File: config.mk
export PLATFORM = sky130hd
export DESIGN_NAME = indexed_sequence_store
export DESIGN_NICKNAME = d
export VERILOG_FILES = /design/src/rtl/iss_pkg.sv /design/src/rtl/iss_mem.sv /design/src/rtl/iss_ctrl.sv /design/src/rtl/indexed_sequence_store.sv
export SDC_FILE = /design/constraint.sdc
export NUM_CORES = 2
export LEC_CHECK = 0
export BUFFER_PORTS_ARGS = -buffer_cell sky130_fd_sc_hd__clkbuf_2
export CORE_MARGIN = 5
export CORE_UTILIZATION = 30
export DETAILED_ROUTE_END_ITERATION = 16
export PLACE_DENSITY_LB_ADDON = 0.12
export SYNTH_ARGS = -nofsm -noshare
export SYNTH_HDL_FRONTEND = slang
export SYNTH_HIERARCHICAL = 1
export SYNTH_SLANG_ARGS = --single-unit
export TNS_END_PERCENT = 30
File: constraint.sdc
create_clock -name clk -period 5.8 [get_ports clk]
set_clock_uncertainty 0.1 [all_clocks]
set_input_delay 0.29 -clock clk [delete_from_list [all_inputs] [get_ports clk]]
set_output_delay 0.29 -clock clk [all_outputs]
set_load 0.02 [all_outputs]
File: src/rtl/iss_pkg.sv
// iss_pkg: shared types and constants for the indexed sequence store
// action and status codes, data width and default capacity
// no dependencies
package iss_pkg;

  localparam int DATA_W       = 32;
  localparam int CAPACITY_DEF = 64;
  localparam int ACTION_W     = 3;
  localparam int STATUS_W     = 2;

  typedef enum logic [ACTION_W-1:0] {
    ACT_PUSH_FRONT = 3'd0,
    ACT_PUSH_BACK  = 3'd1,
    ACT_POP_FRONT  = 3'd2,
    ACT_POP_BACK   = 3'd3,
    ACT_READ_AT    = 3'd4,
    ACT_INSERT_AT  = 3'd5,
    ACT_REMOVE_AT  = 3'd6
  } action_t;

  typedef enum logic [STATUS_W-1:0] {
    ST_OK    = 2'd0,
    ST_EMPTY = 2'd1,
    ST_RANGE = 2'd2,
    ST_FULL  = 2'd3
  } status_t;

endpackage

File: src/rtl/iss_mem.sv
// iss_mem: element storage, one write port and one read port
// read data is registered, valid the cycle after the read request
// depends on iss_pkg for the data width
module iss_mem import iss_pkg::*; #(
  parameter int DEPTH  = CAPACITY_DEF,
  parameter int ADDR_W = $clog2(DEPTH)
) (
  input  logic                     clk,
  input  logic                     wen,
  input  logic [ADDR_W-1:0]        waddr,
  input  logic signed [DATA_W-1:0] wdata,
  input  logic                     ren,
  input  logic [ADDR_W-1:0]        raddr,
  output logic signed [DATA_W-1:0] rdata
);

  logic signed [DATA_W-1:0] store [DEPTH];

  always_ff @(posedge clk) begin
    if (wen) begin
      store[waddr] <= wdata;
    end
  end

  always_ff @(posedge clk) begin
    if (ren) begin
      rdata <= store[raddr];
    end
  end

endmodule

File: src/rtl/iss_ctrl.sv
// iss_ctrl: request decode, bounds checks and the shift sequencer
// one shared cursor stepper walks the gap open or closed, one element per step
// depends on iss_pkg; drives the ports of iss_mem
module iss_ctrl import iss_pkg::*; #(
  parameter  int CAPACITY = CAPACITY_DEF,
  localparam int CNT_W    = $clog2(CAPACITY + 1),
  localparam int ADDR_W   = $clog2(CAPACITY)
) (
  input  logic                     clk,
  input  logic                     rst,
  input  logic                     start,
  output logic                     busy,
  input  logic [ACTION_W-1:0]      action,
  input  logic [CNT_W-1:0]         position,
  input  logic signed [DATA_W-1:0] data_in,
  output logic                     done,
  output logic signed [DATA_W-1:0] data_out,
  output logic [STATUS_W-1:0]      status,
  output logic [CNT_W-1:0]         count,
  output logic                     mem_wen,
  output logic [ADDR_W-1:0]        mem_waddr,
  output logic signed [DATA_W-1:0] mem_wdata,
  output logic                     mem_ren,
  output logic [ADDR_W-1:0]        mem_raddr,
  input  logic signed [DATA_W-1:0] mem_rdata
);

  typedef enum logic [7:0] {
    S_IDLE       = 8'b0000_0001,
    S_DECODE     = 8'b0000_0010,
    S_FETCH      = 8'b0000_0100,
    S_FETCH_WAIT = 8'b0000_1000,
    S_STEP       = 8'b0001_0000,
    S_MOVE_RD    = 8'b0010_0000,
    S_MOVE_WR    = 8'b0100_0000,
    S_REPLY      = 8'b1000_0000
  } state_t;

  state_t                   state;
  logic [ACTION_W-1:0]      act;
  logic [CNT_W-1:0]         pos;
  logic signed [DATA_W-1:0] din;
  logic [CNT_W-1:0]         n;
  logic [ADDR_W-1:0]        cursor;
  logic [ADDR_W-1:0]        limit;
  logic [ADDR_W-1:0]        tgt;
  logic                     dir_up;
  logic                     placing;
  logic signed [DATA_W-1:0] dout;
  status_t                  st;

  // decode results
  status_t                  dec_status;
  logic [CNT_W-1:0]         dec_tgt;
  logic                     dec_put;
  logic                     dec_take;
  logic                     dec_read;
  logic                     full;
  logic                     empty;
  logic [CNT_W-1:0]         n_last;

  // shared stepper
  logic [ADDR_W-1:0]        nbr;
  logic                     at_limit;

  assign full     = (n == CNT_W'(CAPACITY));
  assign empty    = (n == '0);
  assign n_last   = n - CNT_W'(1);
  assign nbr      = dir_up ? cursor + ADDR_W'(1) : cursor - ADDR_W'(1);
  assign at_limit = (cursor == limit);

  always_comb begin
    dec_status = ST_OK;
    dec_tgt    = '0;
    dec_put    = 1'b0;
    dec_take   = 1'b0;
    dec_read   = 1'b0;
    case (act) inside
      ACT_PUSH_FRONT, ACT_PUSH_BACK: begin
        if (full) begin
          dec_status = ST_FULL;
        end else begin
          dec_put = 1'b1;
          dec_tgt = (act == ACT_PUSH_FRONT) ? '0 : n;
        end
      end
      ACT_POP_FRONT, ACT_POP_BACK: begin
        if (empty) begin
          dec_status = ST_EMPTY;
        end else begin
          dec_take = 1'b1;
          dec_tgt  = (act == ACT_POP_FRONT) ? '0 : n_last;
        end
      end
      ACT_READ_AT, ACT_REMOVE_AT: begin
        if (empty) begin
          dec_status = ST_EMPTY;
        end else if (pos >= n) begin
          dec_status = ST_RANGE;
        end else begin
          dec_read = (act == ACT_READ_AT);
          dec_take = (act == ACT_REMOVE_AT);
          dec_tgt  = pos;
        end
      end
      ACT_INSERT_AT: begin
        if (pos > n) begin
          dec_status = ST_RANGE;
        end else if (full) begin
          dec_status = ST_FULL;
        end else begin
          dec_put = 1'b1;
          dec_tgt = pos;
        end
      end
      default: begin
        dec_status = ST_OK;
      end
    endcase
  end

  always_ff @(posedge clk) begin
    if (rst) begin
      state <= S_IDLE;
      n     <= '0;
    end else begin
      unique case (state)
        S_IDLE: begin
          if (start) begin
            act   <= action;
            pos   <= position;
            din   <= data_in;
            state <= S_DECODE;
          end
        end
        S_DECODE: begin
          st   <= dec_status;
          dout <= '0;
          tgt  <= dec_tgt[ADDR_W-1:0];
          if (dec_put) begin
            cursor  <= n[ADDR_W-1:0];
            limit   <= dec_tgt[ADDR_W-1:0];
            dir_up  <= 1'b0;
            placing <= 1'b1;
            state   <= S_STEP;
          end else if (dec_take || dec_read) begin
            state <= S_FETCH;
          end else begin
            state <= S_REPLY;
          end
        end
        S_FETCH: begin
          state <= S_FETCH_WAIT;
        end
        S_FETCH_WAIT: begin
          dout <= mem_rdata;
          if (act == ACT_READ_AT) begin
            state <= S_REPLY;
          end else begin
            cursor  <= tgt;
            limit   <= n_last[ADDR_W-1:0];
            dir_up  <= 1'b1;
            placing <= 1'b0;
            state   <= S_STEP;
          end
        end
        S_STEP: begin
          if (at_limit) begin
            if (placing) begin
              // gap is open at the target, the write happens in this cycle
              n <= n + CNT_W'(1);
            end else begin
              n <= n_last;
            end
            state <= S_REPLY;
          end else begin
            state <= S_MOVE_RD;
          end
        end
        S_MOVE_RD: begin
          state <= S_MOVE_WR;
        end
        S_MOVE_WR: begin
          cursor <= nbr;
          state  <= S_STEP;
        end
        S_REPLY: begin
          state <= S_IDLE;
        end
        default: begin
          state <= S_IDLE;
        end
      endcase
    end
  end

  always_comb begin
    mem_ren   = (state == S_FETCH) || (state == S_MOVE_RD);
    mem_raddr = (state == S_FETCH) ? tgt : nbr;
    mem_wen   = (state == S_MOVE_WR) || ((state == S_STEP) && at_limit && placing);
    mem_waddr = (state == S_MOVE_WR) ? cursor : tgt;
    mem_wdata = (state == S_MOVE_WR) ? mem_rdata : din;
  end

  assign busy     = (state != S_IDLE);
  assign done     = (state == S_REPLY);
  assign data_out = dout;
  assign status   = st;
  assign count    = n;

`ifndef SYNTHESIS
  a_count_bound: assert property (@(posedge clk) disable iff (rst)
    n <= CNT_W'(CAPACITY))
    else $error("element count beyond capacity");

  a_done_single: assert property (@(posedge clk) disable iff (rst)
    done |=> !done)
    else $error("result strobe held longer than one cycle");

  a_full_status: assert property (@(posedge clk) disable iff (rst)
    (done && status == ST_FULL) |-> (count == CNT_W'(CAPACITY)))
    else $error("full reported on a store with room");

  a_empty_status: assert property (@(posedge clk) disable iff (rst)
    (done && status == ST_EMPTY) |-> (count == '0))
    else $error("empty reported on a non-empty store");

  a_count_moves_once: assert property (@(posedge clk) disable iff (rst)
    (busy && !done && $past(busy) && (n != $past(n))) |=> done)
    else $error("count changed before the final step");

  a_write_in_range: assert property (@(posedge clk) disable iff (rst)
    mem_wen |-> ({1'b0, mem_waddr} <= n))
    else $error("element write beyond the end of the sequence");
`endif

endmodule

File: src/rtl/indexed_sequence_store.sv
// Indexed sequence store: an ordered list of up to CAPACITY signed 32-bit
// values with push and pop at either end, and read, insert and remove at a
// position. A request is taken when start is high and busy is low; busy
// then stays high until the single result has been shown on data_out,
// status and count for one cycle with done high. The receiver cannot stall,
// so the result must be captured in that cycle. Elements sit in one memory
// with one write and one registered read port, and inserts and removes move
// the later elements one at a time under a shared cursor stepper; each element
// moved passes through the step, move-read and move-write states.
//
// top level; depends on iss_pkg, iss_mem and iss_ctrl
module indexed_sequence_store import iss_pkg::*; #(
  parameter  int CAPACITY = CAPACITY_DEF,
  localparam int CNT_W    = $clog2(CAPACITY + 1)
) (
  input  logic                     clk,
  input  logic                     rst,
  input  logic                     start,
  output logic                     busy,
  input  logic [ACTION_W-1:0]      action,
  input  logic [CNT_W-1:0]         position,
  input  logic signed [DATA_W-1:0] data_in,
  output logic                     done,
  output logic signed [DATA_W-1:0] data_out,
  output logic [STATUS_W-1:0]      status,
  output logic [CNT_W-1:0]         count
);

  localparam int ADDR_W = $clog2(CAPACITY);

  logic                     mem_wen;
  logic [ADDR_W-1:0]        mem_waddr;
  logic signed [DATA_W-1:0] mem_wdata;
  logic                     mem_ren;
  logic [ADDR_W-1:0]        mem_raddr;
  logic signed [DATA_W-1:0] mem_rdata;

  iss_ctrl #(
    .CAPACITY (CAPACITY)
  ) u_ctrl (
    .clk       (clk),
    .rst       (rst),
    .start     (start),
    .busy      (busy),
    .action    (action),
    .position  (position),
    .data_in   (data_in),
    .done      (done),
    .data_out  (data_out),
    .status    (status),
    .count     (count),
    .mem_wen   (mem_wen),
    .mem_waddr (mem_waddr),
    .mem_wdata (mem_wdata),
    .mem_ren   (mem_ren),
    .mem_raddr (mem_raddr),
    .mem_rdata (mem_rdata)
  );

  iss_mem #(
    .DEPTH  (CAPACITY),
    .ADDR_W (ADDR_W)
  ) u_mem (
    .clk   (clk),
    .wen   (mem_wen),
    .waddr (mem_waddr),
    .wdata (mem_wdata),
    .ren   (mem_ren),
    .raddr (mem_raddr),
    .rdata (mem_rdata)
  );

endmodule
## After elaboration in Yosys (flattened, before gate mapping)

Memories as Yosys holds them, arrays and structs flattened. A register that Yosys moved wholly into a read port is not among the register bits.
Cells that the tools add are included.

- Add/subtract/negate cells: 4
- Order comparisons: 2
- Equality and inequality tests: 20
- Multiplexer cells: 64
- Bitwise operators: 1
- Reduce and logical (&&, ||, !) cells: 18

Operators with widths:

| operator | number |
|---|---|
| 6-bit two-way mux | 19 |
| 32-bit case mux with 2 select lines | 1 |
| 8-bit case mux with 7 select lines | 1 |
| 8-bit two-way mux | 5 |
| 32-bit two-way mux | 1 |
| 1-bit two-way mux | 24 |
| 6-bit case mux with 3 select lines | 1 |
| 2-bit two-way mux | 8 |
| 6-bit case mux with 2 select lines | 1 |
| 3-bit == test, second input constant | 3 |
| 8-bit by 1-bit == test with 1-bit output, second input constant | 1 |
| 8-bit by 2-bit == test with 1-bit output, second input constant | 1 |
| 8-bit by 3-bit == test with 1-bit output, second input constant | 1 |
| 8-bit by 4-bit == test with 1-bit output, second input constant | 1 |
| 8-bit by 5-bit == test with 1-bit output, second input constant | 1 |
| 8-bit by 6-bit == test with 1-bit output, second input constant | 1 |
| 8-bit by 7-bit == test with 1-bit output, second input constant | 1 |
| 8-bit == test, second input constant | 1 |
| 8-bit by 1-bit inequality test with 1-bit output, second input constant | 1 |
| 4-bit AND reduction | 2 |
| 7-bit by 1-bit adder with 7-bit output, second input constant | 1 |
| 7-bit == test, second input constant | 1 |
| 7-bit greater-or-equal comparator | 1 |
| 7-bit greater-than comparator | 1 |
| other kinds (20) | 30 |

- Register bits: 111
- Memory bits (writable): 2048
- Input bits: 45
- Output and inout bits: 43
- Logic and storage cells: 122
- Memories: 1

Memories:

| name | depth | bits a word | rd ports | clocked after Yosys merged registers in | wr ports | RTL line | text |
|---|---|---|---|---|---|---|---|
| u_mem.store | 64 | 32 | 1 | 1 | 1 | iss_mem.sv:17 | `logic signed [DATA_W-1:0] store [DEPTH];` |

## Logic depth before layout (Yosys ltp)

- Word-level depth: 10
- Depth in mapped cells: 16
- Mapped depth without buffers: 12

## Hierarchy

Netlist, hierarchy kept.

Modules (own cells, without submodules):

| module | instances | cells each | area an instance (sq um) | sequential area each (sq um) |
|---|---|---|---|---|
| iss_mem | 1 | 3572 | 79206.0 | 62459.9 |
| iss_ctrl | 1 | 515 | 5471.5 | 3183.1 |

## Worst setup path before layout

Ideal clock, no wire load.

- Kind: reg2reg
- Start: register u_ctrl.state[6]
- End: memory u_mem.store[44][0] (enable)
- Arrival: 4.606 ns
- Required time: 5.239 ns
- Slack: 0.633 ns
- Stages on the path, launching flop included: 10
- Path buffers: 2
- Period minus slack after synthesis: 5.167 ns
- Cells stage by stage: dfxtp_1 > or4_4 > or4_4 > nor4_4 > buf_6 > nand2_1 > nand2_1 > clkbuf_1 > nand4b_1 > nor3_1

- Cells in the longest elaborated chain, start to end: 6
- Elaborated cells on any way between the ends: 8

RTL lines:

| what | RTL line | text |
|---|---|---|
| start, declared | iss_ctrl.sv:39 | `state_t state;` |
| start signal, assigned | iss_ctrl.sv:124 | `state <= S_IDLE;` |
| start signal, assigned | iss_ctrl.sv:133 | `state <= S_DECODE;` |
| start signal, assigned | iss_ctrl.sv:145 | `state <= S_STEP;` |
| 8-bit by 5-bit == test with 1-bit output | iss_ctrl.sv:200 | `mem_wen = (state == S_MOVE_WR) \|\| ((state == S_STEP) && at_limit && placing);` |
| 1-bit logical AND (2 in series) | iss_ctrl.sv:200 |  |
| 1-bit logical OR * | iss_ctrl.sv:200 |  |
| net mem_wen | indexed_sequence_store.sv:31 | `logic mem_wen;` |
| 1-bit two-way mux * | iss_mem.sv:20 | `if (wen) begin` |
| 1-bit two-way mux (not written as such) * | iss_mem.sv:21 | `store[waddr] <= wdata;` |
| end, declared | iss_mem.sv:17 |  |

Mark *: on every way through the listed nets, which the timed path passes. The rest lies on a longest branch.

## Worst setup path in the final report

- Start: register u_ctrl.state[6]
- End: register u_mem.rdata[14] (read register of u_mem.store), data pin

- Cells in the longest elaborated chain, start to end: 2
- Elaborated cells on any way between the ends: 4

RTL lines:

| what | RTL line | text |
|---|---|---|
| 8-bit by 3-bit == test with 1-bit output | iss_ctrl.sv:199 | `mem_raddr = (state == S_FETCH) ? tgt : nbr;` |
| 6-bit two-way mux | iss_ctrl.sv:199 |  |
| net mem_raddr[0] | indexed_sequence_store.sv:35 | `logic [ADDR_W-1:0] mem_raddr;` |
| end, declared | iss_mem.sv:14 | `output logic signed [DATA_W-1:0] rdata` |

The timed path passes the listed nets, and every way through them passes these cells.
A chain may end at the register's enable or synchronous reset.

==> impl_metrics.ini <==
[clock_tree]
clock_latency_ns = 0.91
tritoncts = yes
cts_sinks = 2191
cts_buffer_depth = 4
htreeDepth = 4
cts_inserted_buffers = 242
root_buffer = clkbuf_16
cts.clk_slew.worst_paths_ns = 0.06

[worst_setup_path]
timing.critical_path.mode_cell = buf_12
crit_chain = or4_4, or3_1, or3b_1, a21oi_4, buf_12, buf_12, buf_12, buf_4, mux4_2, a22oi_1, nand3_1, o21ai_0, nor2_1
critPathKind = reg2reg
crit_path_max_incr_delay_ns = 0.71
cp.depth = 13
endpoint_kind = flip-flop
required_ns = 6.24
r2r_cells = 13
worstPathArrival_ns = 5.98
cp_max_fo = 25
critPathLaunchType = flip-flop
critPathBufInv = 4
cpLargestDelayFamily = simple AND/OR/NAND/NOR gates
critPathSlowestCell = or3b_1

[hold_path]
hold-path-cell-count = 2
min_path_type = in2reg

[synthesis]
synthArstFlopShare_pct = 0
synthCells = 4087
yosys_warnings = 6
netlist_area_um2 = 84700
synth_edf_count = 2176
yosysUniqueCellTypes = 64
ys.flop_type = edfxtp_1
synth_nets = 4146
synth-seq-cells = 2191
avgSynthCellArea_um2 = 20.7
ys_seq_area_share_pct = 77.5
synth_top_area_share_pct = 77.2
synth_area_leaders = edfxtp_1 77%, mux4_2 12%, mux2i_1 1.5%, nand2_1 0.97%, a22oi_1 0.70%
yosysTopAreaCell = edfxtp_1

[detailed_routing]
routed-wl-met2_um = 126000
antenna_left = 0
wire_per_inst_um = 31.6
wl_met3_um = 14400
drtIter0Drc = 4099
drt_wl_total_um = 268000
firstDrtPassIters = 5
post-route-drc-count = 0
routed_via_density = 5.12
vias = 43400
highest_layer = met5
drt-met1-wl_um = 119000

[floorplan]
dieArea_um2 = 293000
die_w_um = 541
die_h_um = 541
rows = 195
design.core.area_um2 = 282000
start_util_pct = 30.1
io_pins = 88

[sta]
max-slew-margin-rel_pct = 15.2
period_share_pct = 95.5
hold_viol = 0
finalCriticalPeriod_ns = 5.54
tightestPinTransition_ns = 1.27
rsz0062_at_grt = no
timing.setup.tns_ns = 0
setup_ws_ns = 0.260
clock.fmax_ghz = 0.181
setup_violations = 0
finalMaxSlewViolations = 0

[cells_and_area]
n_fill_cell = 26200
fin_cells = 8480
finish.instance_area_um2 = 101000
layout.nets = 4597
seq_area_um2 = 65600
area_growth_pct = 18.9
drive_gt1_share_pct = 27.1
multiInputGateArea_um2 = 18400

[global_route]
grt_pass1_wl_um = 370000
grt_use_total_pct = 17.9
grt_max_degree = 69
grt_overflow = 0
antenna_found_initial = 20
grt_pass1_vias = 44600

[place]
portBuffers = 87
placed_cell_area_um2 = 92300
dp_hpwl_um = 159000
pre_cts_ws_ns = 0.0323
place_congestion = 0.763
dpl.cell_count = 7955

[pwr]
power.density_nw_per_um2 = 330
p_leak_nw = 31.5
peakVddDrop_mv = 0.274

[status]
status = complete, no violations

[flow_run]
timing.max_cap.violations = 0
-- sequential cells by signal (all words and copies together) (netlist names) --
register / count
u_mem/store: 2048
u_ctrl/data_out: 32
u_ctrl/din: 32
u_mem/rdata: 32
u_ctrl/state: 8
u_ctrl/count: 7
u_ctrl/pos: 7
u_ctrl/cursor: 6
u_ctrl/limit: 6
u_ctrl/tgt: 6
u_ctrl/act: 3
u_ctrl/status: 2
u_ctrl/dir_up: 1
u_ctrl/placing: 1
-- cells by family after synthesis --
kind of cell | after synthesis | synth area share, %
buffers and inverters | 254 | 1.58
adders and majority gates | 14 | 0.216
xor gates and xnor gates | 22 | 0.228
AOI/OAI and AO/OA | 373 | 3.06
DFF | 2191 | 77.5
and+or+nand+nor | 632 | 3.66
muxes | 601 | 13.7
-- worst paths after layout --
check	startpoint	to	slack, ns
worst min register to register	u_mem/rdata[30]$_DFFE_PP_	u_ctrl/data_out[30]$_SDFFCE_PN0P_	0.46
worst max-delay path	u_ctrl/state[6]$_SDFFE_PP0P_	u_mem/rdata[14]$_DFFE_PP_	0.26
worst max register to register	u_ctrl/state[6]$_SDFFE_PP0P_	u_mem/rdata[14]$_DFFE_PP_	0.26
worst min-delay path	position[4]	u_ctrl/pos[4]$_DFFE_PP_	0.07
-- placed cells by master (no fill, tap or decap), types with 28 or more instances in the layout --
cell,netlist,layout
edfxtp_1,2176,2176
mux4_2,446,446
clkbuf_16,0,245
buf_4,26,190
nand2_1,218,186
mux2i_1,130,128
clkbuf_2,1,87
nand3_1,85,84
buf_12,2,84
dlygate4sd3_1,0,82
a22oi_1,79,79
o22ai_1,69,69
clkinv_1,0,65
nor2_4,0,57
nor2_1,112,54
clkbuf_1,122,50
o21ai_0,51,49
nand4_1,47,47
o221ai_1,47,47
and2_1,44,44
clkinv_2,0,43
a21oi_1,32,29
nand2_2,0,28
-- per-stage QoR --
| step | power, mW | hold WS [ns] | util (%) |
|---|---|---|---|
| 2_1_floorplan | 18.3 | 0.266 | - |
| 3_3_place_gp | 18.8 | 0.367 | 32.8 |
| 3_5_place_dp | 18.8 | 0.369 | 32.8 |
| 4_1_cts | 33.7 | 0.00341 | 35.7 |
| 5_1_grt | 34.4 | 0.0296 | 35.8 |
| 6_report | 33.3 | 0.0677 | 35.8 |
-- per-layer routing --
layer,vias up,track usage (%)
met3,377,2.63
met5,-,0
met4,6,5.35
li1,18000,-
met1,23800,25.4
met2,1305,28.8
-- area by class of cell --
| type | count | area share (%) |
|---|---|---|
| clock buffer | 295 | 6.28 |
| sequential | 2191 | 65.2 |
| clock inverter | 144 | 1.19 |
| multi-input combinational | 1642 | 18.3 |
| tap | 3743 | 4.65 |
| timing repair buffer | 443 | 4.34 |
| inverter | 18 | 0.0671 |
| antenna | 4 | 0.00994 |
-- timing repair --
| item | in CTS | in global routing |
|---|---|---|
| endpoints found under the hold margin | 80 | 0 |
| endpoints found under the setup margin | 0 | 2 |
| hold buffers | 82 | 0 |
| gates resized for setup | 0 | 2 |
| buffers inserted | 0 | 0 |
-- Yosys cell counts (7+ instances only) --
master,number
a211o_1,8
a211oi_1,22
a21oi_1,32
a22oi_1,79
a31oi_1,22
and2_1,44
and3_1,19
buf_1,17
buf_2,44
buf_4,26
buf_6,20
clkbuf_1,122
dfxtp_1,15
edfxtp_1,2176
ha_1,13
inv_1,17
mux2_2,23
mux2i_1,130
mux4_2,446
nand2_1,218
nand2b_1,14
nand3_1,85
nand4_1,47
nor2_1,112
nor2b_1,29
nor3_1,16
nor3b_1,10
o21ai_0,51
o221ai_1,47
o22a_1,7
o22ai_1,69
o41ai_1,7
xnor2_1,19
-- report_power, final --
group | switching, mW | internal [mW] | total [mW]
Clock | 6.30 | 8.49 | 14.8
Sequential | 0.0143 | 17.4 | 17.4
Combinational | 0.713 | 0.322 | 1.03
Power figures use the tool's default switching activity.
